<file path="src/rtl/pcicfg_ram.sv">
// Generic single-write, single-read RAM with registered read data.
module pcicfg_ram #(
  parameter int Width = 8,
  parameter int Depth = 16
) (
  input  logic                                   clk_i,
  input  logic                                   we_i,
  input  logic [(Depth > 1 ? $clog2(Depth) : 1)-1:0] waddr_i,
  input  logic [Width-1:0]                       wdata_i,
  input  logic [(Depth > 1 ? $clog2(Depth) : 1)-1:0] raddr_i,
  output logic [Width-1:0]                       rdata_o
);
  logic [Width-1:0] mem [Depth];

  always_ff @(posedge clk_i) begin
    if (we_i) begin
      mem[waddr_i] <= wdata_i;
    end
    rdata_o <= mem[raddr_i];
  end
endmodule

</file>
<file path="config.mk">
export PLATFORM = sky130hd
export DESIGN_NAME = pcicfg_ram
export DESIGN_NICKNAME = d
export VERILOG_FILES = /design/src/rtl/pcicfg_ram.sv
export SDC_FILE = /design/constraint.sdc
export NUM_CORES = 1
export LEC_CHECK = 0
export ABC_AREA = 1
export BUFFER_PORTS_ARGS = -buffer_cell sky130_fd_sc_hd__buf_2
export CORE_ASPECT_RATIO = 0.9
export CORE_MARGIN = 2
export CORE_UTILIZATION = 55
export DETAILED_ROUTE_END_ITERATION = 12
export PLACE_DENSITY = 0.72
export SLEW_MARGIN = 10
export SYNTH_ARGS = -nofsm -noshare
export SYNTH_HDL_FRONTEND = slang
export SYNTH_SLANG_ARGS = --single-unit
export TNS_END_PERCENT = 30
</file>
<file path="constraint.sdc">
create_clock -name clk_i -period 1.5 [get_ports clk_i]
set_clock_uncertainty 0.05 [all_clocks]
set_input_delay 0.15 -clock clk_i [delete_from_list [all_inputs] [get_ports clk_i]]
set_output_delay 0.15 -clock clk_i [all_outputs]
set_load 0.03 [all_outputs]
</file>
==> results.toml, run 1 <==
[floorplanning]
initial_core_util = 0.565
fp-row-count = 35
core_area_sq_um = 10200
fp.dieH_microns = 101
fp.dieW_microns = 112
die-area_sq_um = 11300
ioPinCount = 26

[route]
wl_mm = 13.0
drc = 0
via_count = 3882
antenna_left = 0
drt_iter0_drc = 368
drt-pass1-iter-count = 5
via_per_inst = 5.27
routedWlPerCell_microns = 17.6

[sta]
maxSlewHeadroom = 0.652
setup_tns_ps = 0
holdWs_ps = 35.0
setup_viol = 0
fmaxAchievable_mhz = 839
setup_ws_ps = 308
fin_crit_ps = 1190
tightest_slew_ps = 521
rsz0062_at_grt = "false"
period_share = 0.794
drv_slew = 0
hold_violations = 0

[logic_synthesis]
synth_top_area_share = 0.667
ys_seq_area_frac = 0.694
syn_inst = 551
syn_area_sq_um = 5770
async_flop_share = 0
ys_seq_elements = 136
synth_edf_count = 128
synth.area.top_cells = "edfxtp_1, nand2_1, nand3_1, inv_1, dfxtp_1"
yosys_warnings = 0
ys_types = 12
ys.flop_type = "edfxtp_1"
syn_area_per_cell_sq_um = 10.5
synth_area_leader_cell = "edfxtp_1"
synth_most_common_cell = "nand2_1"
synth_common_cells = "nand2_1, edfxtp_1, inv_1"
syn_nets = 569

[place]
port_buffers = 25
dp_hpwl_mm = 7.86
placedCellCount = 705
dpl_cell_area_sq_um = 6100
gp_congestion = 0.866
dp_worst_setup_slack_ps = 234

[critical_path]
critPathSlowestCell = "dfxtp_1"
worstSetupEndpointType = "primary output"
r2r_cells = 6
cp_max_fo = 1
worstPathRequired_ps = 1300
arrival_ps = 990
r2r-start = "mem[0][7]"
critPathLaunchType = "flop"
cp_num_buf_inv = 1
cp_top_family = "flip-flops"
path_class = "flop to primary output"
crit_chain = "buf_2"
r2r_end = "rdata_o[7]"
r2r_slack_ps = 400
critPathMaxStageDelay_ps = 370

[grt]
grt_pass1_wl_mm = 20.1
grt_pass1_vias = 3709
grt_use_total = 0.243
antenna_found_initial = 0
grt_max_degree = 65
overflow = 0

[finish]
area_delta_synth_final_pct = 17.6
post-route-util = 0.665
final_cells = 737
nets = 613
antenna_cells = 0
final_cell_area_sq_um = 6780
drive_gt1_frac = 0.133

[clocking]
clk_pin_slew_ps = 60
cts-resized-gates = 0
cts-root-buf = "clkbuf_16"
cts.sinks = 136
clock_latency_ps = 410
cts_made_buffers = 17
h-tree-depth = 4
cts_buffer_depth = 2
cts_tree = "yes"
ctsHoldBuffers = 0
post_cts_buffers = 0

[run]
drv_cap = 0

[worst_hold_path]
min_from = "raddr_i[3]"
min_to = "rdata_o[1]"
whs_path_depth = 3
hp-class = "primary input to flop"

[pwr]
ir_drop_uv = 778
power_mw = 9.58
power.density_nw_per_um2 = 1410
leakagePower_nw = 2.97

[status]
outcome = "finished, final reports clean"
-- cells by family (layout without fill, tap and decap cells) --
group / count (synthesis) / in the layout / synth area share
DFF: 136 / 136 / 0.694
and+or+nand+nor: 289 / 289 / 0.210
buffers and inverters: 126 / 183 / 0.0952
-- layout by cell type (no fill, tap or decap), drive strengths merged --
| cell type | synthesis | layout |
|---|---|---|
| nand2 | 173 | 173 |
| edfxtp | 128 | 128 |
| inv | 102 | 102 |
| nand3 | 97 | 97 |
| buf | 24 | 49 |
| clkbuf | 0 | 21 |
| nor2 | 17 | 17 |
| dfxtp | 8 | 8 |
| bufinv | 0 | 6 |
| clkinvlp | 0 | 4 |
| nand3b | 2 | 2 |
| clkinv | 0 | 1 |
-- per-layer routing --
layer	up-vias	GRT usage	wire length (microns)
li1	1865	-	-
met1	1827	0.340	5480
met2	168	0.379	6180
met3	22	0.0586	1040
met4	0	0.0891	269
met5	-	0	0
-- flip-flops by register name (all words and copies together), names as in the netlist --
name     flops
mem        128
rdata_o      8
-- area by class of cell --
| cell class | count | area (sq um) |
|---|---|---|
| Sequential cell | 136 | 4000 |
| Fill cell | 740 | 3420 |
| Multi-Input combinational cell | 289 | 1210 |
| Clock buffer | 21 | 460 |
| Inverter | 102 | 383 |
| Timing Repair Buffer | 49 | 343 |
| Clock inverter | 11 | 219 |
| Tap cell | 129 | 161 |
-- worst max path at each step --
stage | from | endpoint | cells after the start
after floorplan | waddr_i[2] | mem[10][0] | 2
after global placement | raddr_i[0] | rdata_o[3] | 9
after detailed placement | raddr_i[0] | rdata_o[2] | 8
after CTS | rdata_o[1] | rdata_o[1] | 1
final | rdata_o[1] | rdata_o[1] | 1
after global routing | rdata_o[1] | rdata_o[1] | 1
-- power by group --
group	switching [mW]	leakage (nW)	internal [mW]
clock	1.52	0.316	3.21
combinational	0.413	1.43	0.164
sequential	0.0329	1.22	4.25
total	1.96	2.97	7.62
No activity file was read; power rests on OpenSTA's default activity.
==> run 2, diff against run 1 <==
--- a/config.mk
+++ b/config.mk
@@ -11,7 +11,7 @@
 export CORE_MARGIN = 2
 export CORE_UTILIZATION = 55
 export DETAILED_ROUTE_END_ITERATION = 12
-export PLACE_DENSITY = 0.72
+export PLACE_DENSITY = 0.75
 export SLEW_MARGIN = 10
 export SYNTH_ARGS = -nofsm -noshare
 export SYNTH_HDL_FRONTEND = slang
==> constraint.sdc (replaced) <==
create_clock -name clk_i -period 1 [get_ports clk_i]
set_clock_uncertainty 0.05 [all_clocks]
set_input_delay 0.1 -clock clk_i [delete_from_list [all_inputs] [get_ports clk_i]]
set_output_delay 0.1 -clock clk_i [all_outputs]
set_load 0.03 [all_outputs]
==> results.toml, run 2 (same netlist as run 1, synthesis figures left out) <==
[sta]
setup_tns_ps = -114
drv_slew = 0
setup_viol = 6
period_share = 1.05
maxSlewHeadroom = 0.764
rsz0062_at_grt = "true"
hold_violations = 0
setup_ws_ps = -50.7
tightest_slew_ps = 354
fmaxAchievable_mhz = 952
fin_crit_ps = 1050

[floorplanning]
fp.dieW_microns = 112
fp-row-count = 35
fp.dieH_microns = 101
die-area_sq_um = 11300
ioPinCount = 26
initial_core_util = 0.565
core_area_sq_um = 10200

[clocking]
h-tree-depth = 4
cts_made_buffers = 17
clk_pin_slew_ps = 60
cts.sinks = 136
clock_latency_ps = 410
cts-root-buf = "clkbuf_16"
cts_tree = "yes"
cts_buffer_depth = 2
ctsHoldBuffers = 0

[critical_path]
cp_top_family = "flip-flops"
critPathLaunchType = "flop"
critPathSlowestCell = "dfxtp_2"
path_class = "flop to primary output"
cp_num_buf_inv = 1
crit_chain = "buf_6"
cp_max_fo = 1
worstSetupEndpointType = "primary output"
arrival_ps = 900
critPathMaxStageDelay_ps = 350
worstPathRequired_ps = 850

[place]
placedCellCount = 717
gp_congestion = 0.867
port_buffers = 25
dp_worst_setup_slack_ps = -159
dp_hpwl_mm = 7.96

[finish]
drive_gt1_frac = 0.205
post-route-util = 0.688
final_cell_mix = "nand2_1, edfxtp_1, inv_1, nand3_1, buf_4"
final-seq-area_sq_um = 4010
final_cells = 749
mostFrequentLayoutCell = "nand2_1"
area_delta_synth_final_pct = 21.7
fillers = 725
antenna_cells = 0
multi_input_area_sq_um = 1330
largest_reg_flops = 128
top_regs = "mem x128, rdata_o x8"
regMostFlops = "mem"
nets = 625

[route]
routedWlPerCell_microns = 17.2
drt_iter0_drc = 312
drc = 0
drt-pass1-iter-count = 5
via_count = 3951
via_per_inst = 5.28
wl_mm = 12.9
antenna_left = 0

[status]
outcome = "finished, violations left"
violations = "negative setup slack"

[pwr]
power_mw = 14.0
ir_drop_uv = 2200
leakagePower_nw = 3.08
power.density_nw_per_um2 = 2000

[grt]
grt_max_degree = 27
grt_pass1_vias = 3986
grt_pass1_wl_mm = 20.4
grt_use_total = 0.241
antenna_found_initial = 0
overflow = 0

[worst_hold_path]
hp-class = "primary input to flop"

[run]
drv_cap = 0
run 2: what timing repair did:
item	4_1_cts	5_1_grt
setup buffers	0	0
pin swaps	0	12
endpoints found under the setup margin	11	16
resized for setup	27	23
run 2: worst paths after layout:
check	from	end	slack, ps	depth (start not counted)
setup / recovery	rdata_o[0]	rdata_o[0]	-50	1
hold / removal	wdata_i[2]	mem[12][2]	30	1
setup reg to reg	mem[5][5]	rdata_o[5]	20	6
hold reg to reg	mem[12][5]	rdata_o[5]	610	6
run 2: area by class of cell:
cell class,count,share of cell area
Clock inverter,15,0.0285
Timing Repair Buffer,61,0.0724
Multi-Input combinational cell,289,0.189
Sequential cell,136,0.572
Tap cell,129,0.0230
Inverter,102,0.0545
Clock buffer,17,0.0606
run 2: routing by layer:
metal,track usage,routed length [microns]
met4,0.0910,255
met5,0,0
met2,0.398,6290
met1,0.310,5380
met3,0.0682,975
run 2: power breakdown:
group          switching (mW)  internal, mW
Sequential             0.0490          6.38
Combinational           0.624         0.346
Clock                    2.44          4.18
Total                    3.11          10.9
run 2: worst reg2reg max path: cells and delay by family, from the launching register on:
kind	cells	cell delay (ps)
buf+inv	1	70
flops	1	370
simple gates	5	390
run 2: metrics by stage:
step | hold WS [ps] | instance area [sq um]
after detailed placement | 457 | 6220
after global routing | 30.4 | 7020
after floorplan | 149 | 5770
after global placement | 449 | 6220
after CTS | 21.5 | 6920
final | 27.3 | 7020
==> run 3, diff against run 2 <==
--- a/config.mk
+++ b/config.mk
@@ -5,13 +5,12 @@
 export SDC_FILE = /design/constraint.sdc
 export NUM_CORES = 1
 export LEC_CHECK = 0
-export ABC_AREA = 1
 export BUFFER_PORTS_ARGS = -buffer_cell sky130_fd_sc_hd__buf_2
 export CORE_ASPECT_RATIO = 0.9
 export CORE_MARGIN = 2
-export CORE_UTILIZATION = 55
+export CORE_UTILIZATION = 54
 export DETAILED_ROUTE_END_ITERATION = 12
-export PLACE_DENSITY = 0.75
+export PLACE_DENSITY = 0.74
 export SLEW_MARGIN = 10
 export SYNTH_ARGS = -nofsm -noshare
 export SYNTH_HDL_FRONTEND = slang
==> results.toml, run 3 <==
[status]
outcome = "finished, violations left"
violations = "negative setup slack"

[critical_path]
cp_max_fo = 1
arrival_ps = 1680
critPathMaxStageDelay_ps = 480
worstSetupEndpointType = "flop"
critPathLaunchType = "flop"
critPathSlowestCell = "mux4_2"
worstPathRequired_ps = 1340
path_class = "flop to flop"
crit_chain = "mux4_2, a22oi_2, nand2_1"

[logic_synthesis]
synth_edf_count = 128
syn_inst = 229
syn_area_sq_um = 5150
yosys_warnings = 0
syn_nets = 247
synth.area.top_cells = "edfxtp_1, mux4_2, mux4_1, dfxtp_1, a22oi_1"
async_flop_share = 0
synth_area_leader_cell = "edfxtp_1"
syn_area_per_cell_sq_um = 22.5
ys.flop_type = "edfxtp_1"
synth_common_cells = "edfxtp_1, mux4_2, a22oi_1"
ys_types = 19
ys_seq_elements = 136
synth_top_area_share = 0.747
synth_most_common_cell = "edfxtp_1"
ys_seq_area_frac = 0.778

[sta]
setup_viol = 16
hold_violations = 0
maxSlewHeadroom = 0.340
fin_crit_ps = 1350
setup_ws_ps = -348
tightest_slew_ps = 987
period_share = 1.35
holdWs_ps = 102
rsz0062_at_grt = "true"
fmaxAchievable_mhz = 742
drv_slew = 0

[pwr]
power.density_nw_per_um2 = 2170
leakagePower_nw = 2.20
ir_drop_uv = 1000

[finish]
regMostFlops = "mem"
final_cell_area_sq_um = 6510
largest_reg_flops = 128
antenna_cells = 0
nets = 320
area_delta_synth_final_pct = 26.4
fillers = 544
drive_gt1_frac = 0.448
top_regs = "mem x128, rdata_o x8"
final_cells = 437
mostFrequentLayoutCell = "edfxtp_1"
final_cell_mix = "edfxtp_1, mux4_2, buf_4, buf_2, clkbuf_16"

[floorplanning]
initial_core_util = 0.559
core_area_sq_um = 9210
fp-row-count = 33
fp.dieH_microns = 96.6
die-area_sq_um = 10300
ioPinCount = 26
fp.dieW_microns = 107

[clocking]
cts-root-buf = "clkbuf_8"
cts_buffer_depth = 2
h-tree-depth = 4
clock_latency_ps = 510
cts_made_buffers = 17
clk_pin_slew_ps = 60
cts_tree = "yes"
cts.sinks = 136
post_cts_buffers = 0

[grt]
grt_pass1_vias = 2717
overflow = 0
antenna_found_initial = 0
grt_pass1_wl_mm = 16.6
grt_use_total = 0.231
grt_max_degree = 21

[place]
port_buffers = 25
placedCellCount = 397
dpl_cell_area_sq_um = 5680
gp_congestion = 0.721
dp_worst_setup_slack_ps = -602
dp_hpwl_mm = 6.35

[worst_hold_path]
hp-class = "primary input to flop"

[route]
via_per_inst = 5.86
drt_iter0_drc = 285
wl_mm = 10.8
routedWlPerCell_microns = 24.6
via_count = 2559
drt-pass1-iter-count = 4
antenna_left = 0
drc = 0

[run]
drv_cap = 0
-- run 3: cell count changes after synthesis, sizes merged, moves of 16 or more --
cell	change
mux4	+32
nand3	-96
a22oi	+16
inv	-102
nand2	-164
buf	-17
-- run 3: cell families (layout without fill, tap and decap cells) --
logic type | Yosys count | after routing | share of synthesized area
multiplexers | 32 | 32 | 0.150
AO/OA/AOI/OAI | 16 | 16 | 0.0233
buffers and inverters | 10 | 96 | 0.0168
AND/OR/NAND/NOR | 35 | 35 | 0.0318
flip-flops | 136 | 136 | 0.778
-- run 3: worst paths after layout --
kind                            slack (ps)        from  depth (start not counted)         end
worst max register to register        -350   mem[2][4]                          3  rdata_o[4]
worst min register to register         630  mem[14][6]                          3  rdata_o[6]
worst max-delay path                  -350   mem[2][4]                          3  rdata_o[4]
worst min-delay path                   100  waddr_i[0]                          3  mem[12][2]
-- run 3: area by class of cell --
| type | count | area (sq um) | area share |
|---|---|---|---|
| multi-input cells | 83 | 1090 | 0.167 |
| repair buffers | 64 | 601 | 0.0923 |
| well taps | 122 | 153 | 0.0235 |
| clock buffers | 20 | 425 | 0.0654 |
| flip-flops and latches | 136 | 4010 | 0.617 |
| clock inverters | 12 | 226 | 0.0348 |
-- run 3: per-layer routing --
metal | GRT usage | share of wire
met1 | 0.324 | 0.42
met2 | 0.350 | 0.50
met3 | 0.0681 | 0.071
met4 | 0.0839 | 0.011
met5 | 0 | 0
-- run 3: worst max-delay path: cells and delay by family (launching register included) --
kind | cells | cell delay (ps)
DFF | 1 | 390
muxes | 1 | 480
and+or+nand+nor | 1 | 90
AOI/OAI and AO/OA | 1 | 220
-- run 3: what timing repair did --
item	in CTS	in global routing
setup endpoints to repair	16	16
resized for setup	30	3
hold buffers	8	0
pin swaps	5	1
endpoints found under the hold margin	128	0
cloned	0	0
-- run 3: through the flow --
step                 util  setup TNS, ps  total power, mW
finish              0.707          -3380             14.1
global route        0.707          -4060             14.5
CTS                 0.705          -3650             14.2
detailed placement  0.617         -40470             7.28
global placement    0.617         -36090             7.26
floorplan               -         -18270             6.95
-- run 3: report_power, final --
part	internal (mW)	total, mW	switching (mW)
Combinational	0.388	0.839	0.451
Sequential	6.38	6.44	0.0531
Clock	4.56	6.85	2.29
Total	11.3	14.1	2.80
